### src/sv/c_string_escape_encoder_macros.svh
// Assertion macros used by the escape encoder top level.
`ifndef C_STRING_ESCAPE_ENCODER_MACROS_SVH
`define C_STRING_ESCAPE_ENCODER_MACROS_SVH

// Same-cycle implication, disabled during reset.
`define CSE_ASSERT_NOW(label, clk, rst_n, ante, cons) \
    label: assert property (@(posedge clk) disable iff (!rst_n) (ante) |-> (cons)) \
        else $error("escape encoder check failed");

// Next-cycle implication, disabled during reset.
`define CSE_ASSERT_NEXT(label, clk, rst_n, ante, cons) \
    label: assert property (@(posedge clk) disable iff (!rst_n) (ante) |=> (cons)) \
        else $error("escape encoder check failed");

`endif

### src/sv/cse_pkg.sv
// Types, codes and the byte classifier of the C string escape encoder.
package cse_pkg;

    localparam logic [1:0] OP_BEGIN  = 2'd0;
    localparam logic [1:0] OP_DATA   = 2'd1;
    localparam logic [1:0] OP_END    = 2'd2;
    localparam logic [1:0] OP_UNUSED = 2'd3;

    localparam logic [7:0] CH_QUOTE     = 8'd34;
    localparam logic [7:0] CH_BACKSLASH = 8'd92;
    localparam logic [7:0] CH_ZERO      = 8'd48;
    localparam logic [7:0] PRINT_LOW    = 8'd32;
    localparam logic [7:0] PRINT_HIGH   = 8'd126;
    localparam logic [7:0] NAMED_FIRST  = 8'd7;
    localparam logic [7:0] NAMED_LAST   = 8'd13;

    localparam int QUEUE_DEPTH = 2;

    // One classified item: up to four characters and the index of the last one.
    typedef struct packed {
        logic [3:0][7:0] chars;
        logic [1:0]      last_idx;
    } run_t;

    // Letter of a named escape, indexed by byte minus 7.
    function automatic logic [7:0] named_letter(input logic [2:0] idx);
        logic [7:0] ch;
        unique case (idx)
            3'd0:    ch = 8'd97;   // a
            3'd1:    ch = 8'd98;   // b
            3'd2:    ch = 8'd116;  // t
            3'd3:    ch = 8'd110;  // n
            3'd4:    ch = 8'd118;  // v
            3'd5:    ch = 8'd102;  // f
            default: ch = 8'd114;  // r
        endcase
        return ch;
    endfunction

    function automatic run_t encode_byte(input logic [7:0] b);
        run_t r;
        logic [7:0] off;
        off        = b - NAMED_FIRST;
        r.chars    = '0;
        r.last_idx = 2'd0;
        if (b == CH_QUOTE || b == CH_BACKSLASH) begin
            r.chars[0] = CH_BACKSLASH;
            r.chars[1] = b;
            r.last_idx = 2'd1;
        end
        else if (b >= NAMED_FIRST && b <= NAMED_LAST) begin
            r.chars[0] = CH_BACKSLASH;
            r.chars[1] = named_letter(off[2:0]);
            r.last_idx = 2'd1;
        end
        else if (b >= PRINT_LOW && b <= PRINT_HIGH) begin
            r.chars[0] = b;
        end
        else begin
            r.chars[0] = CH_BACKSLASH;
            r.chars[1] = CH_ZERO | {6'd0, b[7:6]};
            r.chars[2] = CH_ZERO | {5'd0, b[5:3]};
            r.chars[3] = CH_ZERO | {5'd0, b[2:0]};
            r.last_idx = 2'd3;
        end
        return r;
    endfunction

endpackage

### src/sv/cse_in_if.sv
// Input channel: operation code and raw byte.
interface cse_in_if;
    logic       valid;
    logic       ready;
    logic [1:0] op;
    logic [7:0] data_byte;

    modport source (output valid, output op, output data_byte, input ready);
    modport sink   (input valid, input op, input data_byte, output ready);
endinterface

### src/sv/cse_out_if.sv
// Output channel: one escaped character per beat.
interface cse_out_if;
    logic       valid;
    logic       ready;
    logic [7:0] out_char;
    logic       last_of_run;

    modport source (output valid, output out_char, output last_of_run, input ready);
    modport sink   (input valid, input out_char, input last_of_run, output ready);
endinterface

### src/sv/c_string_escape_encoder.sv
// An accepted item goes through a queue entry and then the serializer run register.
// The serializer sends one output character per cycle while the output is ready; an item
// gives one for a quote or plain byte, two for a prefixed or named escape, four for octal.
// A two-entry queue lets the input take items while the serializer works or is stalled.
// Reset (rst_n low, asynchronous) empties the queue and the serializer; nothing else is kept.
`include "c_string_escape_encoder_macros.svh"
module c_string_escape_encoder (
    input  logic      clk,
    input  logic      rst_n,
    cse_in_if.sink    din,
    cse_out_if.source dout
);
    import cse_pkg::*;

    logic push_valid, push_ready;
    logic pop_valid, pop_ready;
    run_t push_run, pop_run;
    logic in_beat, out_beat, last_beat;

    cse_front u_front (
        .din        (din),
        .push_valid (push_valid),
        .push_ready (push_ready),
        .push_run   (push_run)
    );

    cse_queue u_queue (
        .clk        (clk),
        .rst_n      (rst_n),
        .push_valid (push_valid),
        .push_ready (push_ready),
        .push_run   (push_run),
        .pop_valid  (pop_valid),
        .pop_ready  (pop_ready),
        .pop_run    (pop_run)
    );

    cse_back u_back (
        .clk       (clk),
        .rst_n     (rst_n),
        .pop_valid (pop_valid),
        .pop_ready (pop_ready),
        .pop_run   (pop_run),
        .dout      (dout)
    );

    assign in_beat   = din.valid && din.ready && (din.op != OP_UNUSED);
    assign out_beat  = dout.valid && dout.ready;
    assign last_beat = out_beat && dout.last_of_run;

    // an item that yields characters is held somewhere right after it is taken
    `CSE_ASSERT_NEXT(a_item_held, clk, rst_n, in_beat, pop_valid || dout.valid)
    // a run keeps the output busy until its final beat
    `CSE_ASSERT_NEXT(a_run_continues, clk, rst_n, out_beat && !dout.last_of_run, dout.valid)
    // output goes idle after a final beat with nothing queued
    `CSE_ASSERT_NEXT(a_idle_after_last, clk, rst_n, last_beat && !pop_valid, !dout.valid)
    // the serializer never sits idle while the queue holds a run
    `CSE_ASSERT_NOW(a_no_idle_with_work, clk, rst_n, pop_valid && !dout.valid, pop_ready)
endmodule

### src/sv/cse_front.sv
// Front end: accept input beats, classify them and push runs to the queue.
module cse_front (
    cse_in_if.sink      din,
    output logic        push_valid,
    input  logic        push_ready,
    output cse_pkg::run_t push_run
);
    import cse_pkg::*;

    run_t quote_run;

    always_comb
    begin
        quote_run          = '0;
        quote_run.chars[0] = CH_QUOTE;
    end

    assign din.ready = push_ready;

    always_comb
    begin
        push_valid = 1'b0;
        push_run   = quote_run;
        unique case (din.op) inside
            OP_BEGIN, OP_END:
            begin
                push_valid = din.valid;
            end
            OP_DATA:
            begin
                push_valid = din.valid;
                push_run   = encode_byte(din.data_byte);
            end
            default:
            begin
                // drop the unused op code
                push_valid = 1'b0;
            end
        endcase
    end
endmodule

### src/sv/cse_queue.sv
// Short queue of classified runs between front and back.
module cse_queue (
    input  logic          clk,
    input  logic          rst_n,
    input  logic          push_valid,
    output logic          push_ready,
    input  cse_pkg::run_t push_run,
    output logic          pop_valid,
    input  logic          pop_ready,
    output cse_pkg::run_t pop_run
);
    import cse_pkg::*;

    localparam int PTR_W = $clog2(QUEUE_DEPTH);
    localparam int CNT_W = $clog2(QUEUE_DEPTH + 1);

    run_t             entry_reg [QUEUE_DEPTH];
    logic [PTR_W-1:0] wr_ptr_reg, wr_ptr_next;
    logic [PTR_W-1:0] rd_ptr_reg, rd_ptr_next;
    logic [CNT_W-1:0] count_reg, count_next;
    logic             do_push, do_pop;

    assign push_ready = (count_reg != CNT_W'(QUEUE_DEPTH));
    assign pop_valid  = (count_reg != '0);
    assign pop_run    = entry_reg[rd_ptr_reg];
    assign do_push    = push_valid && push_ready;
    assign do_pop     = pop_valid && pop_ready;

    always_comb
    begin
        wr_ptr_next = wr_ptr_reg;
        rd_ptr_next = rd_ptr_reg;
        count_next  = count_reg;
        if (do_push)
        begin
            wr_ptr_next = (wr_ptr_reg == PTR_W'(QUEUE_DEPTH - 1)) ? '0 : wr_ptr_reg + 1'b1;
        end
        if (do_pop)
        begin
            rd_ptr_next = (rd_ptr_reg == PTR_W'(QUEUE_DEPTH - 1)) ? '0 : rd_ptr_reg + 1'b1;
        end
        if (do_push && !do_pop)
        begin
            count_next = count_reg + 1'b1;
        end
        else if (do_pop && !do_push)
        begin
            count_next = count_reg - 1'b1;
        end
    end

    always_ff @(posedge clk or negedge rst_n)
    begin
        if (!rst_n)
        begin
            wr_ptr_reg <= '0;
            rd_ptr_reg <= '0;
            count_reg  <= '0;
        end
        else
        begin
            wr_ptr_reg <= wr_ptr_next;
            rd_ptr_reg <= rd_ptr_next;
            count_reg  <= count_next;
        end
    end

    always_ff @(posedge clk)
    begin
        if (do_push)
        begin
            entry_reg[wr_ptr_reg] <= push_run;
        end
    end
endmodule

### src/sv/cse_back.sv
// Back end: serialize each run into output beats, one character per cycle while the output is ready.
module cse_back (
    input  logic          clk,
    input  logic          rst_n,
    input  logic          pop_valid,
    output logic          pop_ready,
    input  cse_pkg::run_t pop_run,
    cse_out_if.source     dout
);
    import cse_pkg::*;

    run_t       run_reg, run_next;
    logic [1:0] idx_reg, idx_next;
    logic       busy_reg, busy_next;
    logic       at_last, beat;

    assign at_last          = (idx_reg == run_reg.last_idx);
    assign beat             = dout.valid && dout.ready;
    assign dout.valid       = busy_reg;
    assign dout.out_char    = run_reg.chars[idx_reg];
    assign dout.last_of_run = at_last;

    // take a new run when empty or when the final beat of the current one leaves
    assign pop_ready = !busy_reg || (beat && at_last);

    always_comb
    begin
        run_next  = run_reg;
        idx_next  = idx_reg;
        busy_next = busy_reg;
        if (pop_ready)
        begin
            busy_next = pop_valid;
            run_next  = pop_run;
            idx_next  = 2'd0;
        end
        else if (beat)
        begin
            idx_next = idx_reg + 2'd1;
        end
    end

    always_ff @(posedge clk or negedge rst_n)
    begin
        if (!rst_n)
        begin
            busy_reg <= 1'b0;
            idx_reg  <= 2'd0;
        end
        else
        begin
            busy_reg <= busy_next;
            idx_reg  <= idx_next;
        end
    end

    always_ff @(posedge clk)
    begin
        run_reg <= run_next;
    end
endmodule
### src/flat_wrapper.sv
// flat-port wrapper written by rule: the top's interface ports become plain ports
module c_string_escape_encoder_flat import cse_pkg::*;
  (clk, rst_n, din_valid, din_op, din_data_byte, din_ready, dout_valid, dout_out_char, dout_last_of_run, dout_ready);
  cse_in_if din_i ();
  cse_out_if dout_i ();
  input  logic clk;
  input  logic rst_n;
  input wire logic [$bits(din_i.valid)-1:0] din_valid;
  input wire logic [$bits(din_i.op)-1:0] din_op;
  input wire logic [$bits(din_i.data_byte)-1:0] din_data_byte;
  output wire logic [$bits(din_i.ready)-1:0] din_ready;
  output wire logic [$bits(dout_i.valid)-1:0] dout_valid;
  output wire logic [$bits(dout_i.out_char)-1:0] dout_out_char;
  output wire logic [$bits(dout_i.last_of_run)-1:0] dout_last_of_run;
  input wire logic [$bits(dout_i.ready)-1:0] dout_ready;
  assign din_i.valid = din_valid;
  assign din_i.op = din_op;
  assign din_i.data_byte = din_data_byte;
  assign din_ready = din_i.ready;
  assign dout_valid = dout_i.valid;
  assign dout_out_char = dout_i.out_char;
  assign dout_last_of_run = dout_i.last_of_run;
  assign dout_i.ready = dout_ready;
  c_string_escape_encoder u_core (.clk(clk), .rst_n(rst_n), .din(din_i), .dout(dout_i));
endmodule
### config.mk
export PLATFORM = sky130hd
export DESIGN_NAME = c_string_escape_encoder_flat
export DESIGN_NICKNAME = d
export VERILOG_FILES = /design/src/sv/cse_pkg.sv /design/src/sv/cse_in_if.sv /design/src/sv/cse_out_if.sv /design/src/sv/c_string_escape_encoder.sv /design/src/sv/cse_front.sv /design/src/sv/cse_queue.sv /design/src/sv/cse_back.sv /design/src/flat_wrapper.sv
export VERILOG_INCLUDE_DIRS = /design/src /design/src/sv
export SDC_FILE = /design/constraint.sdc
export NUM_CORES = 1
export LEC_CHECK = 0
export ABC_AREA = 1
export BUFFER_PORTS_ARGS = -buffer_cell sky130_fd_sc_hd__buf_2
export CORE_ASPECT_RATIO = 1.4
export CORE_MARGIN = 3
export CORE_UTILIZATION = 56
export CTS_CLUSTER_SIZE = 24
export DETAILED_ROUTE_END_ITERATION = 12
export GPL_TIMING_DRIVEN = 0
export PLACE_DENSITY = 0.77
export SETUP_SLACK_MARGIN = 0.02
export SLEW_MARGIN = 20
export SYNTH_ARGS = -nofsm -noshare
export SYNTH_HDL_FRONTEND = slang
export SYNTH_HIERARCHICAL = 1
export SYNTH_SLANG_ARGS = --single-unit
### constraint.sdc
create_clock -name clk -period 2.3 [get_ports clk]
set_input_delay 0.23 -clock clk [delete_from_list [all_inputs] [get_ports clk]]
set_output_delay 0.23 -clock clk [all_outputs]
set_load 0.1 [all_outputs]
## Word-level counts from Yosys, hierarchy flattened

Memory sizes are Yosys's and may differ from the RTL's. A register that Yosys moved wholly into a read port is not among the register bits.
Cells that the tools add are included.

- Flip-flop bits (word level): 7
- Bits in latches: 0
- Bits in writable memories: 68
- Memory bits (read-only): 0
- Input port bits: 14
- Output and inout bits: 11
- Word-level logic and storage cells: 67
- Memories kept: 1

- $add $sub $neg: 6
- Multipliers: 0
- Divide/modulo/power cells: 0
- $lt $le $gt $ge: 5
- Equality and inequality tests: 11
- Shift operators: 0
- Mux-type cells: 20
- Bitwise operators: 0
- Reduce and logical (&&, ||, !) cells: 19

Memory list:

| name | words | width | read ports | clocked after Yosys merged registers in | write ports | line | text |
|---|---|---|---|---|---|---|---|
| u_core.u_queue.entry_reg | 2 | 34 | 1 | 1 | 1 | cse_queue.sv:17 | `run_t entry_reg [QUEUE_DEPTH];` |

Operator list:

| kind | number |
|---|---|
| two-way mux 18 bit | 2 |
| two-way mux 34 bit | 1 |
| case mux 5 bit (6 select lines) | 1 |
| two-way mux 22 bit | 1 |
| binary-select mux 8 bit (select 2 bit) | 1 |
| two-way mux 16 bit | 1 |
| two-way mux 8 bit | 2 |
| two-way mux 14 bit | 1 |
| two-way mux 2 bit | 5 |
| == test 8 x 6 -> 1 bit (second input constant) | 1 |
| == test 8 x 7 -> 1 bit (second input constant) | 1 |
| greater-or-equal comparator 8 x 3 -> 1 bit (second input constant) | 1 |
| greater-or-equal comparator 8 x 6 -> 1 bit (second input constant) | 1 |
| less-or-equal comparator 8 x 4 -> 1 bit (second input constant) | 1 |
| less-or-equal comparator 8 x 7 -> 1 bit (second input constant) | 1 |
| logical AND 1 bit | 8 |
| == test 3 x 2 -> 1 bit (second input constant) | 2 |
| == test 3 bit (second input constant) | 2 |
| nonzero test 2 bit | 3 |
| two-way mux 1 bit | 5 |
| adder 2 x 1 -> 2 bit (second input constant) | 2 |
| == test 3 x 1 -> 1 bit (second input constant) | 1 |
| zero test 1 bit | 3 |
| zero test 3 bit | 1 |
| 11 further kinds | 13 |

## Logic depth before layout (Yosys ltp)

Gate-level depths: netlist of the first run.

- Word-level depth: 8
- Mapped depth: 12
- Gate-level depth less buffers: 12

## Hierarchy

Netlist of the first run, hierarchy kept.

Modules (own cells, without submodules):

| module | times used | cells an instance | area each (sq um) | sequential area each (sq um) |
|---|---|---|---|---|
| cse_queue | 1 | 206 | 2,758.9 | 2,142.1 |
| cse_back | 1 | 106 | 1,476.4 | 1,096.1 |
| cse_front | 1 | 128 | 706.9 | 0.0 |

## Worst setup path before layout of the first run

Ideal clock, no wire load.

- Path kind: reg-to-reg
- Start: register u_core.u_queue.count_reg[0]
- End: memory u_core/u_queue/entry_reg[0][0] in the netlist's numbering, enable pin
- Setup time: 0.425 ns
- Arrival: 2.011 ns
- Data required time: 1.875 ns
- Path slack: -0.136 ns
- Cell stages (with the launch flop): 5
- Buffers on the path: 0
- Clock period less this slack: 2.436 ns
- Cells stage by stage: dfrtp_1 > inv_2 > nand2_2 > nand2_2 > nor2_1

- Longest elaborated chain between the ends: 4

RTL lines:

| element | line | text |
|---|---|---|
| from (decl) | cse_queue.sv:20 | `logic [CNT_W-1:0] count_reg, count_next;` |
| from (signal assigned) | cse_queue.sv:64 | `count_reg <= count_next;` |
| inequality test 2 bit | cse_queue.sv:23 | `assign push_ready = (count_reg != CNT_W'(QUEUE_DEPTH));` |
| net u_core.push_ready | c_string_escape_encoder.sv:15 | `logic push_valid, push_ready;` |
| logical AND 1 bit | cse_queue.sv:26 | `assign do_push = push_valid && push_ready;` |
| two-way mux 1 bit | cse_queue.sv:70 | `if (do_push)` |
| two-way mux 1 bit (implied by the code) | cse_queue.sv:72 | `entry_reg[wr_ptr_reg] <= push_run;` |
| to (decl) | cse_queue.sv:17 |  |

The timed path passes the listed nets, and every way through them passes these cells.

## Worst setup path after layout of the first run

- Start: register u_core.u_back.idx_reg[0]
- End: output port dout_out_char[3]

- Longest elaborated chain between the ends: 2

RTL lines:

| element | line | text |
|---|---|---|
| from (decl) | cse_back.sv:13 | `logic [1:0] idx_reg, idx_next;` |
| from (signal assigned) | cse_back.sv:53 | `idx_reg <= idx_next;` |
| binary-select mux 8 bit (select 2 bit) | cse_back.sv:20 | `assign dout.out_char = run_reg.chars[idx_reg];` |
| two-way mux 8 bit (implied by the code) | cse_back.sv:20 |  |
| to (decl) | flat_wrapper.sv:13 | `output wire logic [$bits(dout_i.out_char)-1:0] dout_out_char;` |

Every way passes these cells. The select of a mux whose other input is x is not followed.

==> results of run 1 <==
-- how the worst min path moves through the flow --
stage	start	endpoint	slack (ps)	cells past startpoint
after floorplan	rst_n	u_core/u_back/dout.valid$_DFFE_PN0P_	-70	0
after global placement	rst_n	u_core/u_back/idx_reg[0]$_DFFE_PN0P_	70	1
after detailed placement	rst_n	u_core/u_back/idx_reg[0]$_DFFE_PN0P_	70	1
after CTS	dout_ready	u_core/u_back/idx_reg[0]$_DFFE_PN0P_	170	3
after global routing	dout_ready	u_core/u_back/idx_reg[0]$_DFFE_PN0P_	210	3
final	dout_ready	u_core/u_back/idx_reg[0]$_DFFE_PN0P_	190	3
-- cell families (layout without fill, tap and decap cells) --
logic type,count (synthesis),after routing,share of synthesized area
AOI/OAI and AO/OA,36,36,0.0425
xor gates and xnor gates,3,3,0.00532
adders and majority gates,1,1,0.00253
buffers and inverters,55,96,0.0719
DFF,109,109,0.655
other,1,8,0.000759
and+or+nand+nor,235,235,0.222
-- synthesized netlist by cell type --
cell	n	area (um^2)
a21boi_0	1	7.51
a21oi_1	6	30.0
a21oi_2	1	8.76
buf_12	1	20.0
buf_4	17	128
buf_6	8	90.1
clkinv_2	1	5.00
conb_1	1	3.75
dfrtp_1	7	175
edfxtp_1	102	3060
ha_1	1	12.5
inv_1	19	71.3
inv_2	8	30.0
inv_8	1	11.3
nand2_1	134	503
nand2_2	22	138
nand2_4	4	45.0
nand3_1	7	35.0
nand3_2	1	10.0
nand3_4	1	17.5
nand3b_4	1	20.0
nand4_1	4	25.0
nor2_1	42	158
nor2_2	13	81.3
nor2_4	3	33.8
nor2_8	1	20.0
nor3_1	2	10.0
o21ai_0	16	80.1
o21ai_1	2	10.0
o21ai_2	2	17.5
o22ai_1	7	43.8
o22ai_2	1	12.5
xnor2_1	1	8.76
xor2_1	2	17.5
-- metrics by stage --
stage | hold slack, ps | area (um^2) | total power [uW] | cells | util
finish | 189 | 5620 | 7490 | 590 | 0.669
floorplan | -65.6 | 5010 | 5430 | 447 | -
CTS | 174 | 5610 | 7540 | 590 | 0.668
detailed placement | 72.7 | 5330 | 6140 | 574 | 0.635
global placement | 69.5 | 5260 | 6010 | 572 | 0.626
global route | 214 | 5620 | 7870 | 590 | 0.669
-- cell type report --
cell class | count | area [um^2] | area share
multi-input combinational | 283 | 1440 | 0.257
sequential | 109 | 3240 | 0.577
clock buffer | 9 | 225 | 0.0401
buffer | 26 | 238 | 0.0423
inverter | 29 | 118 | 0.0209
tap | 102 | 128 | 0.0227
clock inverter | 6 | 47.5 | 0.00846
timing repair buffer | 26 | 180 | 0.0321
-- routing by layer --
layer  global-route usage  vias up  part of all wire
met2                0.367       70              0.55
met4                0.108        0             0.026
met1                0.223     1467              0.39
li1                     -     1526                 -
met5                    0        -                 0
met3               0.0385       17             0.036
-- power breakdown --
| part | internal (uW) | switching [uW] | leakage (uW) |
|---|---|---|---|
| Sequential | 2810 | 173 | 0.00104 |
| Clock | 737 | 657 | 0.000132 |
| Combinational | 780 | 2330 | 0.00116 |
| Total | 4330 | 3160 | 0.00233 |
-- timing repair --
action	CTS	global route
hold buffers	1	0
resized for setup	0	1
endpoints found under the hold margin	7	0
setup endpoints to repair	0	1
-- critical path, delay by kind of cell (launching register included) --
family,cells,cell delay [ps]
buffers and inverters,3,790
DFF,1,400
AOI/OAI and AO/OA,1,190
and+or+nand+nor,1,90
-- cell usage in the layout, fill, tap and decap left out, drive strengths merged --
cell	instances
conb	8
xnor2	1
clkinv	4
ha	1
clkbuf	9
a21boi	1
inv	30
nand3	9
nand3b	1
xor2	2
clkinvlp	1
dfrtp	7
o22ai	8
nor3	2
o21ai	20
nand4	4
edfxtp	102
nand2	160
nor2	59
a21oi	7
dlygate4sd3	1
buf	51
==> summary.txt, run 1 <==
Global routing
  • Vias in the first global route: 3,032
  • First-pass GRT wire length: 15,000 um
  • Initial antenna violation count: 0
  • Largest net degree at the start of global routing: 39
  • Total Routing Usage GR: 0.202
  • Remaining Overflow, GRT: 0

Setup path
  • Worst path cell trace: inv_2 > buf_4 > nor2_1 > o22ai_2 > buf_2
  • Kind of critical path: flop to primary output
  • R2R setup slack: 370 ps
  • CP Capture Point: dout_out_char[3]
  • RR Startpoint: u_core/u_back/idx_reg[0]$_DFFE_PN0P_
  • Slowest cell on the critical path: buf_2
  • Critical path startpoint category: flop
  • CP peak stage delay: 450 ps
  • R2R cell count: 11
  • Worst endpoint required time: 2070 ps
  • Crit path DAT: 1810 ps
  • FF-to-FF End: u_core/u_queue/count_reg[1]$_DFFE_PN0P_
  • Worst-path fanout max: 10
  • Worst setup EP type: primary output
  • Worst Setup SP: u_core/u_back/idx_reg[0]$_DFFE_PN0P_

Routing
  • Detailed Route Iter0 Violations: 201
  • DRC: 0
  • Initial DRT Pass Iterations: 4
  • Via count: 3,080
  • Routed Antenna Nets: 0
  • Drt via density: roughly 5.2
  • WL per Instance: 15.6 um
  • Total wire length: 9190 um

Timing
  • RSZ-0062 raised after global routing: false
  • Count of final hold-check violations: 0
  • Final setup TNS: 0 ps
  • Endpoints failing setup: 0
  • Highest clock rate: 490 MHz
  • Slack of the critical path: around 260 ps
  • Clk_skew: roughly 7.2 ps
  • Min cycle time layout: 2040 ps
  • Crit share post-route: 0.888
  • Final Max Tran Viols: 0

Status
  • Status: complete, no violations

CTS
  • H-tree levels: 3
  • Clk slew on worst S/H paths: 60 ps
  • Root Driver: clkbuf_16
  • CTS Sinks: 109
  • Clk_lat worst skew: 340 ps
  • Clock buffer depth: 2
  • Postcts setup bufs: 0
  • Number of buffers created by CTS: 9
  • CTS tree: built

Floorplanning
  • Core area: between 8000 and 9000 um^2
  • Initial Util: 0.589
  • Die Height: 117 um
  • I/O Pins: 25
  • Die area: 10,000 um^2
  • Row Count: 39
  • Die W: 85.4 um

Power
  • Max VDD drop: 0.00197 V
  • Pwr/cell area: 1330 nW/um^2
  • Lkg Pwr: 0.00233 uW

Final layout
  • Max reg flops: 68
  • ANT cells: 0
  • Layout Nets: 499
  • Layout cells sized above 1: 0.279
  • Fillers: 629
  • P&R area growth vs syn: 13.7%

Run
  • Max-cap violations: 0

Logic synthesis
  • Sequential share of the synthesized area: 0.655
  • Post-Synthesis Cells: 440
  • Syn Std Cell Area: 4940 um^2
  • Yosys reg bits: 109
  • Yosys Warn Count: 6
  • Post-synthesis cell type count: 34
  • Mapped Avg Cell Area: 11.2 um^2

Worst hold path
  • HP Class: input port to flop

Placement
  • Port Buffers: 23
  • Setup slack at placement: around 250 ps
  • Detail Placement HPWL: 6430 um
  • Routability cong.: between 0.8 and 0.9
No activity file was read; power rests on OpenSTA's default activity.
==> inputs of run 2 (changes only) <==
--- a/config.mk
+++ b/config.mk
@@ -14,7 +14,7 @@
 export CTS_CLUSTER_SIZE = 24
 export DETAILED_ROUTE_END_ITERATION = 12
 export GPL_TIMING_DRIVEN = 0
-export PLACE_DENSITY = 0.77
+export PLACE_DENSITY = 0.75
 export SETUP_SLACK_MARGIN = 0.02
 export SLEW_MARGIN = 20
 export SYNTH_ARGS = -nofsm -noshare
==> run 2 against run 1 <==
Fmax grew 0.26%. Clock skew decreased by 1.3 ps. Power is 0.84% higher. Critical endpoint unchanged. Largest power group unchanged.
==> summary.txt, run 2 (same netlist as run 1, synthesis figures left out) <==
Setup path
  • Worst endpoint required time: 2070 ps (about the same)
  • Critical path startpoint category: flop
  • Kind of critical path: flop to primary output
  • Worst-path fanout max: 10 (unchanged)
  • Crit path DAT: 1810 ps (about the same)
  • Worst Setup SP: u_core/u_back/idx_reg[0]$_DFFE_PN0P_
  • RR Startpoint: u_core/u_back/idx_reg[0]$_DFFE_PN0P_
  • Worst setup EP type: primary output

Final layout
  • Fillers: 633 (+0.64%)
  • Area of the multi-input gates: 1440 um^2 (unchanged)
  • Most frequent cells in the layout: nand2_1, edfxtp_1, nor2_1, buf_2, nand2_2
  • Finished Layout Cells: 591 (+0.17%)
  • Layout Nets: 499 (unchanged)
  • Layout cells sized above 1: 0.274 (-0.00466)
  • ANT cells: 0 (unchanged)
  • Max reg flops: 68 (unchanged)
  • Final Util: 0.671 (+0.00134)
  • Seq. cell area: 3240 um^2 (unchanged)
  • Most common cell after layout, fill and taps aside: nand2_1
  • P&R area growth vs syn: 13.9%

CTS
  • Clk slew on worst S/H paths: 60 ps (about the same)
  • CTS tree: built
  • H-tree levels: 3 (unchanged)
  • Clock buffer depth: 2 (unchanged)
  • Number of buffers created by CTS: 9 (unchanged)
  • Root Driver: clkbuf_16
  • CTS Sinks: 109 (unchanged)
  • Clk_lat worst skew: 340 ps (about the same)
  • Postcts setup bufs: 0 (unchanged)

Timing
  • RSZ-0062 raised after global routing: false
  • Clk_skew: 5.84 ps (-1.35 ps)
  • Crit share post-route: 0.885 (-0.00230)
  • Final Max Tran Viols: 0 (unchanged)
  • Final hold slack: 187 ps (-2.28 ps)
  • Highest clock rate: 491 MHz (+0.26%)
  • Final setup TNS: 0 ps (unchanged)
  • Slew @ Worst Pin: 576 ps
  • Count of final hold-check violations: 0 (unchanged)
  • Min cycle time layout: 2040 ps (-5.29 ps)
  • Endpoints failing setup: 0 (unchanged)
  • Slew HR: 0.615

Floorplanning
  • I/O Pins: 25 (unchanged)
  • Core area: 8390 um^2 (unchanged)
  • Initial Util: 0.589 (unchanged)
  • Die Height: 117 um (unchanged)
  • Die area: 10,000 um^2 (unchanged)
  • Die W: 85.4 um (unchanged)
  • Row Count: 39 (unchanged)

Global routing
  • Total Routing Usage GR: 0.202 (-0.000305)
  • Vias in the first global route: 3,151 (+3.9%)
  • Remaining Overflow, GRT: 0 (unchanged)
  • Largest net degree at the start of global routing: 39 (unchanged)
  • First-pass GRT wire length: 15,100 um (+1.0%)
  • Initial antenna violation count: 0 (unchanged)

Routing
  • Total wire length: 9230 um (+0.47%)
  • Drt via density: 5.20 (-0.36%)
  • Initial DRT Pass Iterations: 4 (unchanged)
  • Routed Antenna Nets: 0 (unchanged)
  • DRC: 0 (unchanged)
  • WL per Instance: 15.6 um (+0.30%)
  • Via count: 3,074 (-0.19%)
  • Detailed Route Iter0 Violations: 181 (-10%)

Power
  • Sw frac: 0.413 (-0.00877)
  • Pwr/cell area: 1340 nW/um^2 (+0.64%)
  • Combinational power share: 0.409 (-0.007)
  • Lkg Pwr: 0.00234 uW (+0.20%)
  • Max VDD drop: 0.00183 V (-6.8%)
  • Power Total: 7560 uW (+0.84%)
  • Clk network pwr share: 0.194 (+0.008)
  • Cell Int Power: 4430 uW (+2.4%)
  • Sequential Power Share: 0.397 (about the same)
  • Net Switching: 3120 uW (-1.3%)

Placement
  • Placed cells: 574 (unchanged)
  • Routability cong.: 0.896 (+0.52%)
  • Port Buffers: 23 (unchanged)
  • Detail Placement HPWL: 6490 um (+0.92%)

Worst hold path
  • HP Class: input port to flop
  • Min-delay src: dout_ready

Run
  • Max-cap violations: 0 (unchanged)

Status
  • Status: complete, no violations
==> run 2: cell types whose count changed in the layout (fill, tap and decap cells not counted) <==
cell / change
bufinv_16: +1
clkinv_1: +1
inv_6: -2
clkinv_4: -2
clkbuf_1: +2
clkinv_2: +1
==> run 2: power by group through the flow <==
| stage | clock network [uW] | logic (uW) | registers, uW |
|---|---|---|---|
| floorplan | 0 | 2430 | 3000 |
| global placement | 0 | 2950 | 3040 |
| detailed placement | 0 | 3090 | 3040 |
| CTS | 1490 | 3110 | 3000 |
| global route | 1570 | 3330 | 3040 |
| finish | 1470 | 3090 | 3000 |
==> run 2: layout make-up <==
type                            instances  share of cell area
Sequential cell                       109               0.575
Multi-Input combinational cell        283               0.256
Buffer                                 26              0.0422
Clock buffer                           11              0.0413
Timing Repair Buffer                   26              0.0320
Tap cell                              102              0.0227
Inverter                               29              0.0209
Clock inverter                          5             0.00911
==> run 2: final timing paths <==
check | end | slack (ps) | cells after the start
setup reg to reg | u_core/u_queue/count_reg[1]$_DFFE_PN0P_ | 390 | 11
hold / removal | u_core/u_back/idx_reg[0]$_DFFE_PN0P_ | 190 | 3
setup / recovery | dout_out_char[3] | 260 | 5
max in group asynchronous | u_core/u_back/dout.valid$_DFFE_PN0P_ | 1870 | 2
hold reg to reg | u_core/u_back/run_reg[2]$_DFFE_PP_ | 510 | 2
min in group asynchronous | u_core/u_queue/count_reg[1]$_DFFE_PN0P_ | 260 | 2
==> run 2: timing repair <==
item / 4_1_cts / 5_1_grt
setup endpoints to repair: 0 / 1
endpoints found under the hold margin: 7 / 0
hold buffers: 1 / 0
resized for setup: 0 / 1
==> run 2: per-layer routing <==
metal / vias up / share of wire / GRT usage
met1: 1447 / 0.38 / 0.227
met5: - / 0 / 0
li1: 1522 / - / -
met2: 86 / 0.54 / 0.369
met4: 0 / 0.026 / 0.0982
met3: 19 / 0.047 / 0.0343
==> run 2: critical path, cell delays in order, from the launching register on <==
cell and delay [ps]:
dfrtp_1 400, inv_2 140, buf_4 210, nor2_1 90, o22ai_2 180, buf_2 450
==> run 2: through the flow <==
stage | setup slack [ps] | area [um^2]
floorplan | -136 | 5010
global placement | -1070 | 5260
detailed placement | 220 | 5330
CTS | 200 | 5620
global route | 160 | 5630
finish | 264 | 5630
